File: src/rtl/rrlh_pkg.sv
package rrlh_pkg;

   // Thread id width carried on the ports and held in the slot table.
   localparam int ID_WIDTH = 10;

   // Stream data widths, padded to whole bytes.
   localparam int REQ_DATA_WIDTH = 16;
   localparam int RSP_DATA_WIDTH = 16;
   localparam int REQ_USED_WIDTH = 2 + ID_WIDTH;
   localparam int RSP_USED_WIDTH = 3 + 1 + ID_WIDTH;

   // Request codes.
   typedef enum logic [1:0] {
      FUNC_LOCK   = 2'd0,
      FUNC_TRY    = 2'd1,
      FUNC_UNLOCK = 2'd2
   } func_type;

   // Result codes.
   typedef enum logic [2:0] {
      ST_GRANTED  = 3'd0,
      ST_QUEUED   = 3'd1,
      ST_FULL     = 3'd2,
      ST_IGNORED  = 3'd3,
      ST_RELEASED = 3'd4
   } status_type;

   // Commands from the sequencer to the scan unit.
   typedef struct packed {
      logic load;
      logic step;
      logic down;
   } scan_ctrl_type;

   // Flags from the scan unit back to the sequencer.
   typedef struct packed {
      logic hit;
      logic wait_hit;
      logic exhausted;
   } scan_flags_type;

endpackage

File: src/rtl/round_robin_lock_handoff.sv
// Round-robin lock arbiter with a table of registered threads.
//
// The req_ channel carries one item per request: a lock, a try-lock or an
// unlock, together with the thread id. The rsp_ channel returns exactly one
// item per request: a status code, whether the lock has an owner, and the
// owner's thread id (zero when free). A thread takes the next free slot on
// its first lock or try-lock. An unlock from the owner hands the lock to the
// next waiting slot in descending slot order, wrapping to the newest slot.
//
// Items are taken one at a time. A lock or try-lock is settled by the lookup,
// which compares one slot per cycle through the single read port of the slot
// table. An unlock is settled by the scan of waiting flags, one slot per cycle,
// and on a handoff by a read of the new owner's id from the table. The next
// item is taken in the cycle after the result is written.
//
// Reset clears the table, the waiting flags and the owner at once; the ids in
// the table need no clearing since only registered slots are read. The result
// sits in an output register; a new item is accepted while it waits, but the
// next result is held until the receiver takes the previous one.
module round_robin_lock_handoff
   import rrlh_pkg::*;
#(
   parameter int MAX_THREADS = 16
) (
   input  logic                      clock,
   input  logic                      reset,
   input  logic                      req_tvalid,
   output logic                      req_tready,
   input  logic [REQ_DATA_WIDTH-1:0] req_tdata,   // func[1:0], thread_id[11:2]
   output logic                      rsp_tvalid,
   input  logic                      rsp_tready,
   output logic [RSP_DATA_WIDTH-1:0] rsp_tdata    // status[2:0], owner_valid[3],
                                                  // owner_thread[13:4]
);

   localparam int IW = $clog2(MAX_THREADS);
   localparam int CW = $clog2(MAX_THREADS + 1);

   typedef enum logic [2:0] {
      S_IDLE,
      S_LOOKUP,
      S_HAND,
      S_FETCH,
      S_DONE
   } state_type;

   state_type            state_ff, state_in;
   func_type             func_ff, func_in;
   logic [ID_WIDTH-1:0]  key_ff, key_in;
   status_type           status_ff, status_in;
   logic [CW-1:0]        slots_used_ff, slots_used_in;
   logic [MAX_THREADS-1:0] waiting_ff, waiting_in;
   logic                 has_owner_ff, has_owner_in;
   logic [IW-1:0]        owner_slot_ff, owner_slot_in;
   logic [ID_WIDTH-1:0]  owner_id_ff, owner_id_in;
   logic                 rsp_valid_ff, rsp_valid_in;
   logic [RSP_DATA_WIDTH-1:0] rsp_data_ff, rsp_data_in;

   logic                 req_accept;
   func_type             req_func;
   logic [ID_WIDTH-1:0]  req_id;
   logic                 out_free;
   logic                 table_full;
   logic                 grant_en;
   logic [IW-1:0]        grant_slot;
   logic [ID_WIDTH-1:0]  owner_thread;

   scan_ctrl_type        scan_ctrl;
   scan_flags_type       scan_flags;
   logic [IW-1:0]        scan_start;
   logic [IW-1:0]        scan_hit_idx;
   logic [IW-1:0]        ram_rd_addr;
   logic [ID_WIDTH-1:0]  ram_rd_data;
   logic                 ram_wr_en;

   assign req_accept = req_tvalid && req_tready;
   assign req_func   = func_type'(req_tdata[1:0]);
   assign req_id     = req_tdata[REQ_USED_WIDTH-1:2];
   assign out_free   = !rsp_valid_ff || rsp_tready;
   assign table_full = (slots_used_ff == CW'(MAX_THREADS));
   assign scan_start = owner_slot_ff;

   // Slot table of registered thread ids.
   rrlh_ram #(
      .WIDTH (ID_WIDTH),
      .DEPTH (MAX_THREADS)
   ) u_slot_ram (
      .clock   (clock),
      .wr_en   (ram_wr_en),
      .wr_addr (slots_used_ff[IW-1:0]),
      .wr_data (key_ff),
      .rd_addr (ram_rd_addr),
      .rd_data (ram_rd_data)
   );

   // Shared scan unit for id lookup and waiting-flag search.
   rrlh_scan #(
      .MAX_THREADS (MAX_THREADS)
   ) u_scan (
      .clock     (clock),
      .reset     (reset),
      .ctrl      (scan_ctrl),
      .start_idx (scan_start),
      .used      (slots_used_ff),
      .key       (key_ff),
      .rd_data   (ram_rd_data),
      .waiting   (waiting_ff),
      .rd_addr   (ram_rd_addr),
      .hit_idx   (scan_hit_idx),
      .flags     (scan_flags)
   );

   // Sequencer.
   always_comb begin
      state_in      = state_ff;
      func_in       = func_ff;
      key_in        = key_ff;
      status_in     = status_ff;
      slots_used_in = slots_used_ff;
      waiting_in    = waiting_ff;
      has_owner_in  = has_owner_ff;
      owner_slot_in = owner_slot_ff;
      owner_id_in   = owner_id_ff;
      rsp_valid_in  = rsp_valid_ff;
      rsp_data_in   = rsp_data_ff;
      scan_ctrl     = '0;
      ram_wr_en     = 1'b0;
      grant_en      = 1'b0;
      grant_slot    = scan_hit_idx;

      if (rsp_valid_ff && rsp_tready) begin
         rsp_valid_in = 1'b0;
      end

      unique case (state_ff)
         S_IDLE: begin
            if (req_accept) begin
               func_in = req_func;
               key_in  = req_id;
               unique case (req_func) inside
                  FUNC_LOCK, FUNC_TRY: begin
                     scan_ctrl.load = 1'b1;
                     state_in       = S_LOOKUP;
                  end
                  FUNC_UNLOCK: begin
                     if (has_owner_ff && (req_id == owner_id_ff)) begin
                        waiting_in[owner_slot_ff] = 1'b0;
                        scan_ctrl.load = 1'b1;
                        scan_ctrl.down = 1'b1;
                        state_in       = S_HAND;
                     end else begin
                        status_in = ST_IGNORED;
                        state_in  = S_DONE;
                     end
                  end
                  default: begin
                     status_in = ST_IGNORED;
                     state_in  = S_DONE;
                  end
               endcase
            end
         end
         S_LOOKUP: begin
            scan_ctrl.step = 1'b1;
            if (scan_flags.hit) begin
               grant_en = 1'b1;
               if (func_ff == FUNC_LOCK) begin
                  waiting_in[scan_hit_idx] = 1'b1;
               end
               state_in = S_DONE;
            end else if (scan_flags.exhausted) begin
               if (table_full) begin
                  status_in = ST_FULL;
               end else begin
                  // Register the thread in the next free slot.
                  ram_wr_en  = 1'b1;
                  grant_en   = 1'b1;
                  grant_slot = slots_used_ff[IW-1:0];
                  waiting_in[slots_used_ff[IW-1:0]] = (func_ff == FUNC_LOCK);
                  slots_used_in = CW'(slots_used_ff + 1'b1);
               end
               state_in = S_DONE;
            end
         end
         S_HAND: begin
            scan_ctrl.step = 1'b1;
            scan_ctrl.down = 1'b1;
            status_in      = ST_RELEASED;
            if (scan_flags.wait_hit) begin
               // The table read of the new owner's slot is under way.
               owner_slot_in = scan_hit_idx;
               state_in      = S_FETCH;
            end else if (scan_flags.exhausted) begin
               has_owner_in  = 1'b0;
               owner_slot_in = '0;
               owner_id_in   = '0;
               state_in      = S_DONE;
            end
         end
         S_FETCH: begin
            owner_id_in = ram_rd_data;
            state_in    = S_DONE;
         end
         S_DONE: begin
            if (out_free) begin
               rsp_valid_in = 1'b1;
               rsp_data_in  = RSP_DATA_WIDTH'({owner_thread, has_owner_ff, status_ff});
               state_in     = S_IDLE;
            end
         end
         default: begin
            state_in = S_IDLE;
         end
      endcase

      // Grant when the lock is free or already held by this slot; else report queued.
      if (grant_en) begin
         if (has_owner_ff) begin
            status_in = (owner_slot_ff == grant_slot) ? ST_GRANTED : ST_QUEUED;
         end else begin
            has_owner_in  = 1'b1;
            owner_slot_in = grant_slot;
            owner_id_in   = key_ff;
            status_in     = ST_GRANTED;
         end
      end
   end

   assign owner_thread = has_owner_ff ? owner_id_ff : '0;

   always_ff @(posedge clock) begin
      if (reset) begin
         state_ff      <= S_IDLE;
         slots_used_ff <= '0;
         waiting_ff    <= '0;
         has_owner_ff  <= 1'b0;
         owner_slot_ff <= '0;
         owner_id_ff   <= '0;
         rsp_valid_ff  <= 1'b0;
      end else begin
         state_ff      <= state_in;
         slots_used_ff <= slots_used_in;
         waiting_ff    <= waiting_in;
         has_owner_ff  <= has_owner_in;
         owner_slot_ff <= owner_slot_in;
         owner_id_ff   <= owner_id_in;
         rsp_valid_ff  <= rsp_valid_in;
      end
      func_ff     <= func_in;
      key_ff      <= key_in;
      status_ff   <= status_in;
      rsp_data_ff <= rsp_data_in;
   end

   assign req_tready = (state_ff == S_IDLE);
   assign rsp_tvalid = rsp_valid_ff;
   assign rsp_tdata  = rsp_data_ff;

   // The owner always sits in a registered slot.
   assert property (@(posedge clock) disable iff (reset)
      has_owner_ff |-> (CW'(owner_slot_ff) < slots_used_ff))
      else $error("owner slot beyond registered slots");

   // A free lock reports no owner id.
   assert property (@(posedge clock) disable iff (reset)
      !has_owner_ff |-> (owner_id_ff == '0))
      else $error("owner id held while lock is free");

   // The table never grows past its depth.
   assert property (@(posedge clock) disable iff (reset)
      slots_used_ff <= CW'(MAX_THREADS))
      else $error("slot count overflow");

   // No new item is taken in the cycle after one is accepted.
   assert property (@(posedge clock) disable iff (reset)
      req_accept |=> !req_tready)
      else $error("new item taken while one is in work");

endmodule

File: src/rtl/rrlh_ram.sv
module rrlh_ram #(
   parameter int WIDTH = 10,
   parameter int DEPTH = 16
) (
   input  logic                     clock,
   input  logic                     wr_en,
   input  logic [$clog2(DEPTH)-1:0] wr_addr,
   input  logic [WIDTH-1:0]         wr_data,
   input  logic [$clog2(DEPTH)-1:0] rd_addr,
   output logic [WIDTH-1:0]         rd_data
);

   logic [WIDTH-1:0] mem [DEPTH];
   logic [WIDTH-1:0] rd_data_ff;

   // One write port and one registered read port.
   always_ff @(posedge clock) begin
      if (wr_en) begin
         mem[wr_addr] <= wr_data;
      end
      rd_data_ff <= mem[rd_addr];
   end

   assign rd_data = rd_data_ff;

endmodule

File: src/rtl/rrlh_scan.sv
module rrlh_scan
   import rrlh_pkg::*;
#(
   parameter int MAX_THREADS = 16
) (
   input  logic                               clock,
   input  logic                               reset,
   input  scan_ctrl_type                      ctrl,
   input  logic [$clog2(MAX_THREADS)-1:0]     start_idx,
   input  logic [$clog2(MAX_THREADS+1)-1:0]   used,
   input  logic [ID_WIDTH-1:0]                key,
   input  logic [ID_WIDTH-1:0]                rd_data,
   input  logic [MAX_THREADS-1:0]             waiting,
   output logic [$clog2(MAX_THREADS)-1:0]     rd_addr,
   output logic [$clog2(MAX_THREADS)-1:0]     hit_idx,
   output scan_flags_type                     flags
);

   localparam int IW = $clog2(MAX_THREADS);
   localparam int CW = $clog2(MAX_THREADS + 1);

   logic [IW-1:0] idx_ff, idx_in;
   logic [CW-1:0] left_ff, left_in;
   logic          pend_ff, pend_in;
   logic [IW-1:0] pend_idx_ff, pend_idx_in;
   logic [CW-1:0] used_m1;
   logic [IW-1:0] idx_down;
   logic [IW-1:0] start_down;

   // Descending slot order wraps from slot 0 to the newest slot.
   assign used_m1    = used - 1'b1;
   assign idx_down   = (idx_ff == '0) ? used_m1[IW-1:0] : IW'(idx_ff - 1'b1);
   assign start_down = (start_idx == '0) ? used_m1[IW-1:0] : IW'(start_idx - 1'b1);

   // One slot per cycle: an id compare going up, a waiting check going down.
   always_comb begin
      idx_in      = idx_ff;
      left_in     = left_ff;
      pend_in     = 1'b0;
      pend_idx_in = pend_idx_ff;
      if (ctrl.load) begin
         if (ctrl.down) begin
            idx_in  = start_down;
            left_in = used_m1;
         end else begin
            idx_in  = '0;
            left_in = used;
         end
      end else if (ctrl.step && (left_ff != '0)) begin
         if (ctrl.down) begin
            if (!waiting[idx_ff]) begin
               idx_in  = idx_down;
               left_in = CW'(left_ff - 1'b1);
            end
         end else begin
            pend_in     = 1'b1;
            pend_idx_in = idx_ff;
            idx_in      = IW'(idx_ff + 1'b1);
            left_in     = CW'(left_ff - 1'b1);
         end
      end
   end

   always_ff @(posedge clock) begin
      if (reset) begin
         idx_ff      <= '0;
         left_ff     <= '0;
         pend_ff     <= 1'b0;
         pend_idx_ff <= '0;
      end else begin
         idx_ff      <= idx_in;
         left_ff     <= left_in;
         pend_ff     <= pend_in;
         pend_idx_ff <= pend_idx_in;
      end
   end

   // The read data of the slot issued last cycle is compared now.
   assign rd_addr         = idx_ff;
   assign hit_idx         = ctrl.down ? idx_ff : pend_idx_ff;
   assign flags.hit       = pend_ff && (rd_data == key);
   assign flags.wait_hit  = (left_ff != '0) && waiting[idx_ff];
   assign flags.exhausted = (left_ff == '0) && !pend_ff;

endmodule

File: config.mk
export PLATFORM = sky130hd
export DESIGN_NAME = round_robin_lock_handoff
export DESIGN_NICKNAME = d
export VERILOG_FILES = /design/src/rtl/rrlh_pkg.sv /design/src/rtl/round_robin_lock_handoff.sv /design/src/rtl/rrlh_ram.sv /design/src/rtl/rrlh_scan.sv
export SDC_FILE = /design/constraint.sdc
export NUM_CORES = 1
export LEC_CHECK = 0
export ABC_CLOCK_PERIOD_IN_PS = 2600
export CAP_MARGIN = 20
export CORE_ASPECT_RATIO = 0.5
export CORE_MARGIN = 5
export CORE_UTILIZATION = 50
export DETAILED_ROUTE_END_ITERATION = 7
export DONT_BUFFER_PORTS = 1
export PLACE_DENSITY = 0.75
export RECOVER_POWER = 100
export SYNTH_ARGS = -nofsm -noshare
export SYNTH_HDL_FRONTEND = slang
export SYNTH_SLANG_ARGS = --single-unit
File: constraint.sdc
create_clock -name clock -period 2.6 [get_ports clock]
set_input_delay 0.52 -clock clock [delete_from_list [all_inputs] [get_ports clock]]
set_output_delay 0.52 -clock clock [all_outputs]
set_load 0.005 [all_outputs]
==> impl_table.tex, run 1 <==
\begin{tabular}{lr}
\hline
Metric & Value \\
\hline
\multicolumn{2}{l}{\textbf{Status}} \\
Status & finished, final reports clean \\
\multicolumn{2}{l}{\textbf{Route}} \\
Post-route ant nets & 0 \\
Remaining design rule violation count & 0 \\
Overall routed net length & 28.8 mm \\
Vias post-DR & 7,777 \\
First-pass iteration count of the detailed router & 6 \\
Number of vias per cell & 6.31 \\
Initial DRC Count & 1,106 \\
Average routed wire per standard cell & 23.4 µm \\
\multicolumn{2}{l}{\textbf{Clock network}} \\
TritonCTS clock tree & built \\
Number of clock buffers inserted by TritonCTS & 23 \\
Hold bufs inserted after CTS & 0 \\
Max Buffers Root-to-Sink & 3 \\
Clock H-tree levels & 1 \\
Clock slew seen by the registers of the worst setup and hold paths & 0.07 ns \\
Clock insertion delay at the later pin of the skew report & 0.53 ns \\
TritonCTS Sinks & 253 \\
Root Buffer Master & sky130\_fd\_sc\_hd\_\_clkbuf\_16 \\
\multicolumn{2}{l}{\textbf{Setup path}} \\
Kind of critical path & reg2reg \\
CP Data Required Time & 3.01 ns \\
Endpoint type of the worst setup path & flip-flop \\
Data arrival time of the worst path & 2.97 ns \\
Highest net fanout along the worst path & 32 \\
FF-to-FF path depth & 9 \\
Crit path launch type & flip-flop \\
Reg-to-reg endpoint & waiting\_ff[12]\$\_SDFFE\_PP0P\_ \\
Startpoint of the most critical register-to-register path & key\_ff[7]\$\_DFFE\_PP\_ \\
R2R Setup Slk & 0.03 ns \\
\multicolumn{2}{l}{\textbf{Logic synthesis}} \\
Number of synthesized flops with an enable pin & 189 \\
Number of distinct library cells after synthesis & 61 \\
Async set-or-reset flop fraction in the synthesized netlist & 0\% \\
Mapped cell area & 11,500 µm² \\
Leading cell types by count after synthesis & 189 x sky130\_fd\_sc\_hd\_\_edfxtp\_1, 79 x sky130\_fd\_sc\_hd\_\_nor2\_1, 68 x sky130\_fd\_sc\_hd\_\_nand2\_1 \\
Yosys synthesis warning count & 0 \\
Synth top area share & 49.4\% \\
Cell with the most instances after synthesis & sky130\_fd\_sc\_hd\_\_edfxtp\_1 \\
Yosys top cell by area & sky130\_fd\_sc\_hd\_\_edfxtp\_1 \\
Commonest register cell after synthesis & sky130\_fd\_sc\_hd\_\_edfxtp\_1 \\
Most area-consuming cells after synthesis & sky130\_fd\_sc\_hd\_\_edfxtp\_1 49\%, sky130\_fd\_sc\_hd\_\_dfxtp\_1 11\%, sky130\_fd\_sc\_hd\_\_mux4\_2 11\% \\
Sequential cell area fraction in the yosys report & 60.5\% \\
Number of flip-flops and latches in the synthesized netlist & 253 \\
Synthesized instance count & 871 \\
Mean post-synth cell area & 13.2 µm² \\
\multicolumn{2}{l}{\textbf{STA}} \\
Worst Max-Slew Pin Slew & 0.891 ns \\
Final max-slew violation count & 0 \\
Tcrit/Tclk final & 98.7\% \\
Finish-stage setup viols & 0 \\
Normalized max-slew margin & 40.4\% \\
Worst Skew & 0.0141 ns \\
Min cycle time layout & 2.57 ns \\
Number of hold violations in the final report & 0 \\
RSZ-0062 raised after global routing & true \\
Peak clock frequency supported by timing & 390 MHz \\
TNS Setup & 0 ns \\
\multicolumn{2}{l}{\textbf{Placed design}} \\
Port bufs & 0 \\
DP Wirelength & 17.8 mm \\
Placed insts & 1,188 \\
Final RePlAce weighted congestion & 0.948 \\
\multicolumn{2}{l}{\textbf{Finish}} \\
Final Non-Filler Cells & 1,232 \\
Register Area & 6960 µm² \\
Combined area of the multi-input logic cells & 4280 µm² \\
Net count, final & 941 \\
Share of final-layout standard cells stronger than drive strength 1 & 18.9\% \\
Count of inserted antenna diode cells & 0 \\
Layout overhead on the synthesized area & 12.8\% \\
Fill cell count & 1,763 \\
\multicolumn{2}{l}{\textbf{Floorplanning}} \\
Floorplan die area & 26,300 µm² \\
Number of placement rows & 39 \\
Die span in x & 224 µm \\
Height of the die & 117 µm \\
Core area & 22,700 µm² \\
I/O pin cnt & 38 \\
Initial cell density of the core & 50.6\% \\
\multicolumn{2}{l}{\textbf{Power and ir drop}} \\
Power density over the cells & 667 nW/µm² \\
Peak supply drop & 606 µV \\
Cell leakage power & 4.08 nW \\
\multicolumn{2}{l}{\textbf{Hold path}} \\
Worst Min Path Start & reset \\
Worst hold endpoint & u\_scan.left\_ff[4]\$\_SDFFE\_PP0P\_ \\
Worst hold path cell count & 1 \\
Worst hold path type & in2reg \\
\multicolumn{2}{l}{\textbf{Flow run}} \\
Max-cap violations & 0 \\
\multicolumn{2}{l}{\textbf{GRT}} \\
Initial antenna violation count & 0 \\
Global-route track usage on met2 & 35.7\% \\
Number of global-route vias before repair & 7,549 \\
Met3 Usage GRT & 3.16\% \\
Overall overflow remaining after global route & 0 \\
Aggregate global-route resource usage & 22.0\% \\
Pin count of the biggest net entering global routing & 54 \\
Wire length of the first global-routing pass & 44.7 mm \\
Highest-utilization routing layer at the global route stage & met2 \\
Fraction of met1 tracks used by global routing & 31.5\% \\
\hline
\end{tabular}
[critical path: stages, from the launching register on]
cell and delay [ns]:
sky130_fd_sc_hd__edfxtp_1 0.44, sky130_fd_sc_hd__xnor2_1 0.29, sky130_fd_sc_hd__nand4_1 0.22, sky130_fd_sc_hd__nor3_2 0.34
sky130_fd_sc_hd__nor2_1 0.12, sky130_fd_sc_hd__nand2_1 0.08, sky130_fd_sc_hd__buf_4 0.30, sky130_fd_sc_hd__o21ai_0 0.23
sky130_fd_sc_hd__nor4b_2 0.33, sky130_fd_sc_hd__nor3_1 0.08
[how the worst max path moves through the flow]
stage | startpoint | to | slack, ns | cells past startpoint
CTS | key_ff[4]$_DFFE_PP_ | waiting_ff[12]$_SDFFE_PP0P_ | 0.02 | 9
detailed placement | req_tdata[3] | u_scan.rd_addr[2]$_SDFFE_PP0P_ | -0.05 | 9
finish | key_ff[7]$_DFFE_PP_ | waiting_ff[12]$_SDFFE_PP0P_ | 0.03 | 9
global placement | req_tdata[8] | waiting_ff[2]$_SDFFE_PP0P_ | -0.06 | 7
global route | key_ff[4]$_DFFE_PP_ | waiting_ff[12]$_SDFFE_PP0P_ | -0.06 | 9
floorplan | state_ff[1]$_SDFFE_PP0P_ | status_ff[0]$_DFFE_PP_ | -0.06 | 11
[registers in the layout (all words and copies together), names as in the netlist]
name and cells:
key_ff 10, owner_slot_ff 4, u_slot_ram.mem 160, u_scan.rd_addr 4, u_slot_ram.rd_data 10, slots_used_ff 5
u_scan.pend_idx_ff 4, u_scan.left_ff 5, u_scan.pend_ff 1, rsp_tdata 14, state_ff 3, rsp_tvalid 1
has_owner_ff 1, func_ff 2, waiting_ff 16, status_ff 3, owner_id_ff 10
[logic make-up (layout without fill, tap and decap cells)]
logic type	after synthesis	in the layout	share of synthesized area (%)
AOI/OAI and AO/OA	156	156	8.64
xor gates and xnor gates	36	36	2.74
adders and majority gates	13	13	1.42
buffers and inverters	72	125	2.70
DFF	253	253	60.5
muxes	63	63	11.5
other	1	2	0.0326
and+or+nand+nor	277	277	12.4
[cells in the final DEF (no fill, tap or decap), types with 4 or more instances in the layout]
cell                        count
sky130_fd_sc_hd__xor2_1        15
sky130_fd_sc_hd__o21ai_0       31
sky130_fd_sc_hd__nor2_1        78
sky130_fd_sc_hd__inv_1         12
sky130_fd_sc_hd__mux2i_1        7
sky130_fd_sc_hd__o211ai_1       4
sky130_fd_sc_hd__ha_1          12
sky130_fd_sc_hd__nor2b_1        7
sky130_fd_sc_hd__a21oi_1       47
sky130_fd_sc_hd__clkbuf_1      19
sky130_fd_sc_hd__a31oi_1       23
sky130_fd_sc_hd__a22oi_1       10
sky130_fd_sc_hd__dfxtp_1       60
sky130_fd_sc_hd__o221ai_1      16
sky130_fd_sc_hd__nor4_1         4
sky130_fd_sc_hd__clkbuf_16     23
sky130_fd_sc_hd__nand3_1       22
sky130_fd_sc_hd__and2_0         6
sky130_fd_sc_hd__a221oi_1       4
sky130_fd_sc_hd__xnor2_1       21
sky130_fd_sc_hd__nand2_1       68
sky130_fd_sc_hd__and2_1         7
sky130_fd_sc_hd__nand3b_1       4
sky130_fd_sc_hd__buf_4         51
sky130_fd_sc_hd__edfxtp_1     189
sky130_fd_sc_hd__nor4b_1       19
sky130_fd_sc_hd__nor3_1        29
sky130_fd_sc_hd__clkinv_1       5
sky130_fd_sc_hd__mux4_2        55
[layout make-up]
| type | count | area share [%] |
|---|---|---|
| clock inverter | 14 | 1.30 |
| tap | 307 | 2.96 |
| multi-input combinational | 547 | 33.0 |
| sequential | 253 | 53.7 |
| clock buffer | 28 | 4.58 |
| inverter | 12 | 0.347 |
| timing repair buffer | 71 | 4.09 |
[per-stage QoR]
| stage | power, mW | setup slack (ns) | instance area (µm²) | utilization [%] | hold WS, ns |
|---|---|---|---|---|---|
| after detailed placement | 5.26 | -0.0550 | 12200 | 53.7 | 0.412 |
| after global placement | 5.24 | -0.0638 | 12200 | 53.7 | 0.404 |
| final | 8.65 | 0.0346 | 13000 | 57.1 | 0.0705 |
| after floorplan | 5.04 | -0.0581 | 11500 | - | 0.400 |
| after global routing | 8.96 | -0.0598 | 13000 | 57.1 | 0.0555 |
| after CTS | 8.70 | 0.0185 | 13000 | 57.1 | 0.0389 |
[power breakdown]
part           switching, mW  internal, mW
clock                   1.51          1.95
sequential            0.0688          4.43
combinational          0.416         0.276
total                   1.99          6.66
[repair_timing]
action,in CTS,in global routing
gates resized for setup,1,13
endpoints found under the setup margin,3,26
buffers inserted,0,2
endpoints found under the hold margin,0,0
pin swaps,0,4
[metal layers]
metal	share of wire (%)	vias to the layer above
met5	0	-
met4	2.9	0
met3	8.8	79
met2	47	423
met1	42	3854
li1	-	3421
Note: power is estimated with default switching activity, not from simulation.
==> run 2: changes to the inputs <==
--- a/config.mk
+++ b/config.mk
@@ -5,14 +5,14 @@
 export SDC_FILE = /design/constraint.sdc
 export NUM_CORES = 1
 export LEC_CHECK = 0
-export ABC_CLOCK_PERIOD_IN_PS = 2600
+export ABC_CLOCK_PERIOD_IN_PS = 3200
 export CAP_MARGIN = 20
 export CORE_ASPECT_RATIO = 0.5
 export CORE_MARGIN = 5
 export CORE_UTILIZATION = 50
 export DETAILED_ROUTE_END_ITERATION = 7
 export DONT_BUFFER_PORTS = 1
-export PLACE_DENSITY = 0.75
+export PLACE_DENSITY = 0.72
 export RECOVER_POWER = 100
 export SYNTH_ARGS = -nofsm -noshare
 export SYNTH_HDL_FRONTEND = slang
==> constraint.sdc (replaced) <==
create_clock -name clock -period 3.2 [get_ports clock]
set_input_delay 0.64 -clock clock [delete_from_list [all_inputs] [get_ports clock]]
set_output_delay 0.64 -clock clock [all_outputs]
set_load 0.005 [all_outputs]
==> run 2 against run 1 <==
Setup slack gained 0.25 ns. Maximum frequency is 12% lower. Via count fell by 1.0%. Highest routed layer unchanged. Flip-flop and latch count stayed put. Non-clock buffer count fell by 27. Worst hold slack better by 0.11 ns.
==> impl_table.tex, run 2 (synthesis gave the netlist of run 1 again) <==
\begin{tabular}{lr}
\hline
Metric & Value \\
\hline
\multicolumn{2}{l}{\textbf{Clock network}} \\
Clock H-tree levels & 1 (unchanged) \\
Clock insertion delay at the later pin of the skew report & 0.53 ns (about the same) \\
Clock slew seen by the registers of the worst setup and hold paths & 0.07 ns (about the same) \\
Setup repair bufs after CTS & 0 (unchanged) \\
Hold bufs inserted after CTS & 0 (unchanged) \\
TritonCTS clock tree & built \\
Post-CTS resize count & 0 (-1) \\
TritonCTS Sinks & 253 (unchanged) \\
Number of clock buffers inserted by TritonCTS & 24 (+4.3\%) \\
Max Buffers Root-to-Sink & 3 (unchanged) \\
Root Buffer Master & sky130\_fd\_sc\_hd\_\_clkbuf\_16 \\
\multicolumn{2}{l}{\textbf{STA}} \\
Hold Worst Slack & 0.182 ns (+0.111 ns) \\
Worst Max-Slew Pin Slew & 1.02 ns (+0.131 ns) \\
TNS Setup & 0 ns (unchanged) \\
Min cycle time layout & 2.92 ns (+0.353 ns) \\
RSZ-0062 raised after global routing & false \\
Normalized max-slew margin & 31.8\% (-8.5 points) \\
Tcrit/Tclk final & 91.2\% (-7.5 points) \\
Number of hold violations in the final report & 0 (unchanged) \\
Peak clock frequency supported by timing & 343 MHz (-12\%) \\
Finish-stage setup viols & 0 (unchanged) \\
Worst Skew & 0.0125 ns (-0.00162 ns) \\
Final max-slew violation count & 0 (unchanged) \\
\multicolumn{2}{l}{\textbf{Setup path}} \\
Highest cell delay on the worst timing path & 0.51 ns (+0.07 ns) \\
Master of the slowest instance on the critical path & sky130\_fd\_sc\_hd\_\_mux2i\_1 \\
Kind of critical path & reg2reg \\
Startpoint of the most critical register-to-register path & state\_ff[0]\$\_SDFFE\_PP0P\_ \\
Reg-to-reg endpoint & waiting\_ff[12]\$\_SDFFE\_PP0P\_ \\
Series of cell instances along the critical path & or2\_1 -> nor3b\_4 -> and4\_1 -> or2\_2 -> mux2i\_1 -> o221ai\_1 -> a31oi\_1 -> nor3\_1 \\
Family with the most delay on the worst path & simple AND/OR/NAND/NOR gates \\
R2R Setup Slk & 0.28 ns (+0.25 ns) \\
Highest net fanout along the worst path & 9 (-72\%) \\
CP Depth & 8 (-1) \\
Crit path launch type & flip-flop \\
FF-to-FF path depth & 8 (-1) \\
Worst Setup SP & state\_ff[0]\$\_SDFFE\_PP0P\_ \\
Endpoint type of the worst setup path & flip-flop \\
CP Data Required Time & 3.61 ns (+0.60 ns) \\
CP endpoint & waiting\_ff[12]\$\_SDFFE\_PP0P\_ \\
WP buf/inv & 0 (-1) \\
Data arrival time of the worst path & 3.33 ns (+0.36 ns) \\
\multicolumn{2}{l}{\textbf{Power and ir drop}} \\
Power density over the cells & 546 nW/µm² (-18\%) \\
Cell leakage power & 3.97 nW (-2.9\%) \\
Peak supply drop & 342 µV (-44\%) \\
\multicolumn{2}{l}{\textbf{Finish}} \\
Most common cell after layout, fill and taps aside & sky130\_fd\_sc\_hd\_\_edfxtp\_1 \\
Register with the most flip-flops & u\_slot\_ram.mem \\
Count of inserted antenna diode cells & 0 (unchanged) \\
Flip-flop count of the largest register, all copies and words added & 160 (unchanged) \\
Combined area of the multi-input logic cells & 4220 µm² (-1.3\%) \\
Utilization after layout & 55.7\% (-1.4 points) \\
Net count, final & 915 (-2.8\%) \\
Layout overhead on the synthesized area & 10.1\% \\
Register Area & 6960 µm² (about the same) \\
Commonest cells after routing, fill and taps aside & 189 x sky130\_fd\_sc\_hd\_\_edfxtp\_1, 80 x sky130\_fd\_sc\_hd\_\_nor2\_1, 68 x sky130\_fd\_sc\_hd\_\_nand2\_1 \\
Share of final-layout standard cells stronger than drive strength 1 & 16.5\% (-2.5 points) \\
Fill cell count & 1,783 (+1.1\%) \\
\multicolumn{2}{l}{\textbf{GRT}} \\
Pin count of the biggest net entering global routing & 54 (unchanged) \\
Overall overflow remaining after global route & 0 (unchanged) \\
Wire length of the first global-routing pass & 44.3 mm (-0.97\%) \\
Aggregate global-route resource usage & 21.9\% (-0.098 points) \\
Initial antenna violation count & 0 (unchanged) \\
Number of global-route vias before repair & 7,413 (-1.8\%) \\
\multicolumn{2}{l}{\textbf{Route}} \\
Average routed wire per standard cell & 23.6 µm (+1.2\%) \\
Remaining design rule violation count & 0 (unchanged) \\
Overall routed net length & 28.5 mm (-0.97\%) \\
Initial DRC Count & 947 (-14\%) \\
Vias post-DR & 7,699 (-1.0\%) \\
First-pass iteration count of the detailed router & 5 (-1) \\
Post-route ant nets & 0 (unchanged) \\
Number of vias per cell & 6.38 (+1.1\%) \\
\multicolumn{2}{l}{\textbf{Hold path}} \\
Worst hold path type & in2reg \\
\multicolumn{2}{l}{\textbf{Placed design}} \\
Final RePlAce weighted congestion & 0.949 (about the same) \\
DP Wirelength & 17.6 mm (-0.77\%) \\
Port bufs & 0 (unchanged) \\
\multicolumn{2}{l}{\textbf{Floorplanning}} \\
Number of placement rows & 39 (unchanged) \\
I/O pin cnt & 38 (unchanged) \\
Initial cell density of the core & 50.6\% (unchanged) \\
Floorplan die area & 26,300 µm² (unchanged) \\
Height of the die & 117 µm (unchanged) \\
Die span in x & 224 µm (unchanged) \\
Core area & 22,700 µm² (unchanged) \\
\multicolumn{2}{l}{\textbf{Status}} \\
Status & finished, final reports clean \\
\multicolumn{2}{l}{\textbf{Flow run}} \\
Max-cap violations & 0 (unchanged) \\
\hline
\end{tabular}
==> run 2: changes by cell type in the layout (fill, tap and decap cells not counted), sizes merged <==
cell	delta
buf	-34
inv	-1
clkinvlp	-3
bufinv	-2
clkinv	+7
clkbuf	+7
==> run 2: power by group <==
group | switching [mW] | internal (mW) | total (mW)
Combinational | 0.287 | 0.201 | 0.487
Sequential | 0.0943 | 3.60 | 3.69
Clock | 1.23 | 1.50 | 2.72
==> run 2: worst min path at each step <==
stage	startpoint	end	cells past startpoint
2_1_floorplan	status_ff[0]$_DFFE_PP_	rsp_tdata[0]$_DFFE_PP_	0
3_3_place_gp	status_ff[0]$_DFFE_PP_	rsp_tdata[0]$_DFFE_PP_	0
3_5_place_dp	status_ff[0]$_DFFE_PP_	rsp_tdata[0]$_DFFE_PP_	0
4_1_cts	reset	u_scan.left_ff[3]$_SDFFE_PP0P_	1
5_1_grt	reset	u_scan.left_ff[3]$_SDFFE_PP0P_	1
6_report	reset	rsp_tvalid$_SDFF_PP0_	1
==> run 2: layout make-up <==
type	count	area share (%)
clock inverters	15	1.03
repair buffers	44	2.24
well taps	307	3.04
clock buffers	28	4.95
inverters	12	0.356
multi-input cells	547	33.4
flip-flops and latches	253	55.0
==> run 2: per-layer routing <==
layer / wire length [µm] / vias up / track usage, %
met5: 0 / - / 0
li1: - / 3368 / -
met4: 629 / 0 / 5.72
met3: 2630 / 63 / 4.04
met2: 13200 / 440 / 35.5
met1: 12000 / 3828 / 31.2
==> run 2: metrics by stage <==
step                      instance area [µm²]  cells  power, mW  setup WS, ns
after CTS                               12700   1206       6.95         0.341
after floorplan                         11500    872       4.09         0.479
after global placement                  12000   1163       4.23         0.286
after detailed placement                12000   1163       4.25         0.180
final                                   12600   1206       6.91         0.281
after global routing                    12600   1206       7.15        0.0918
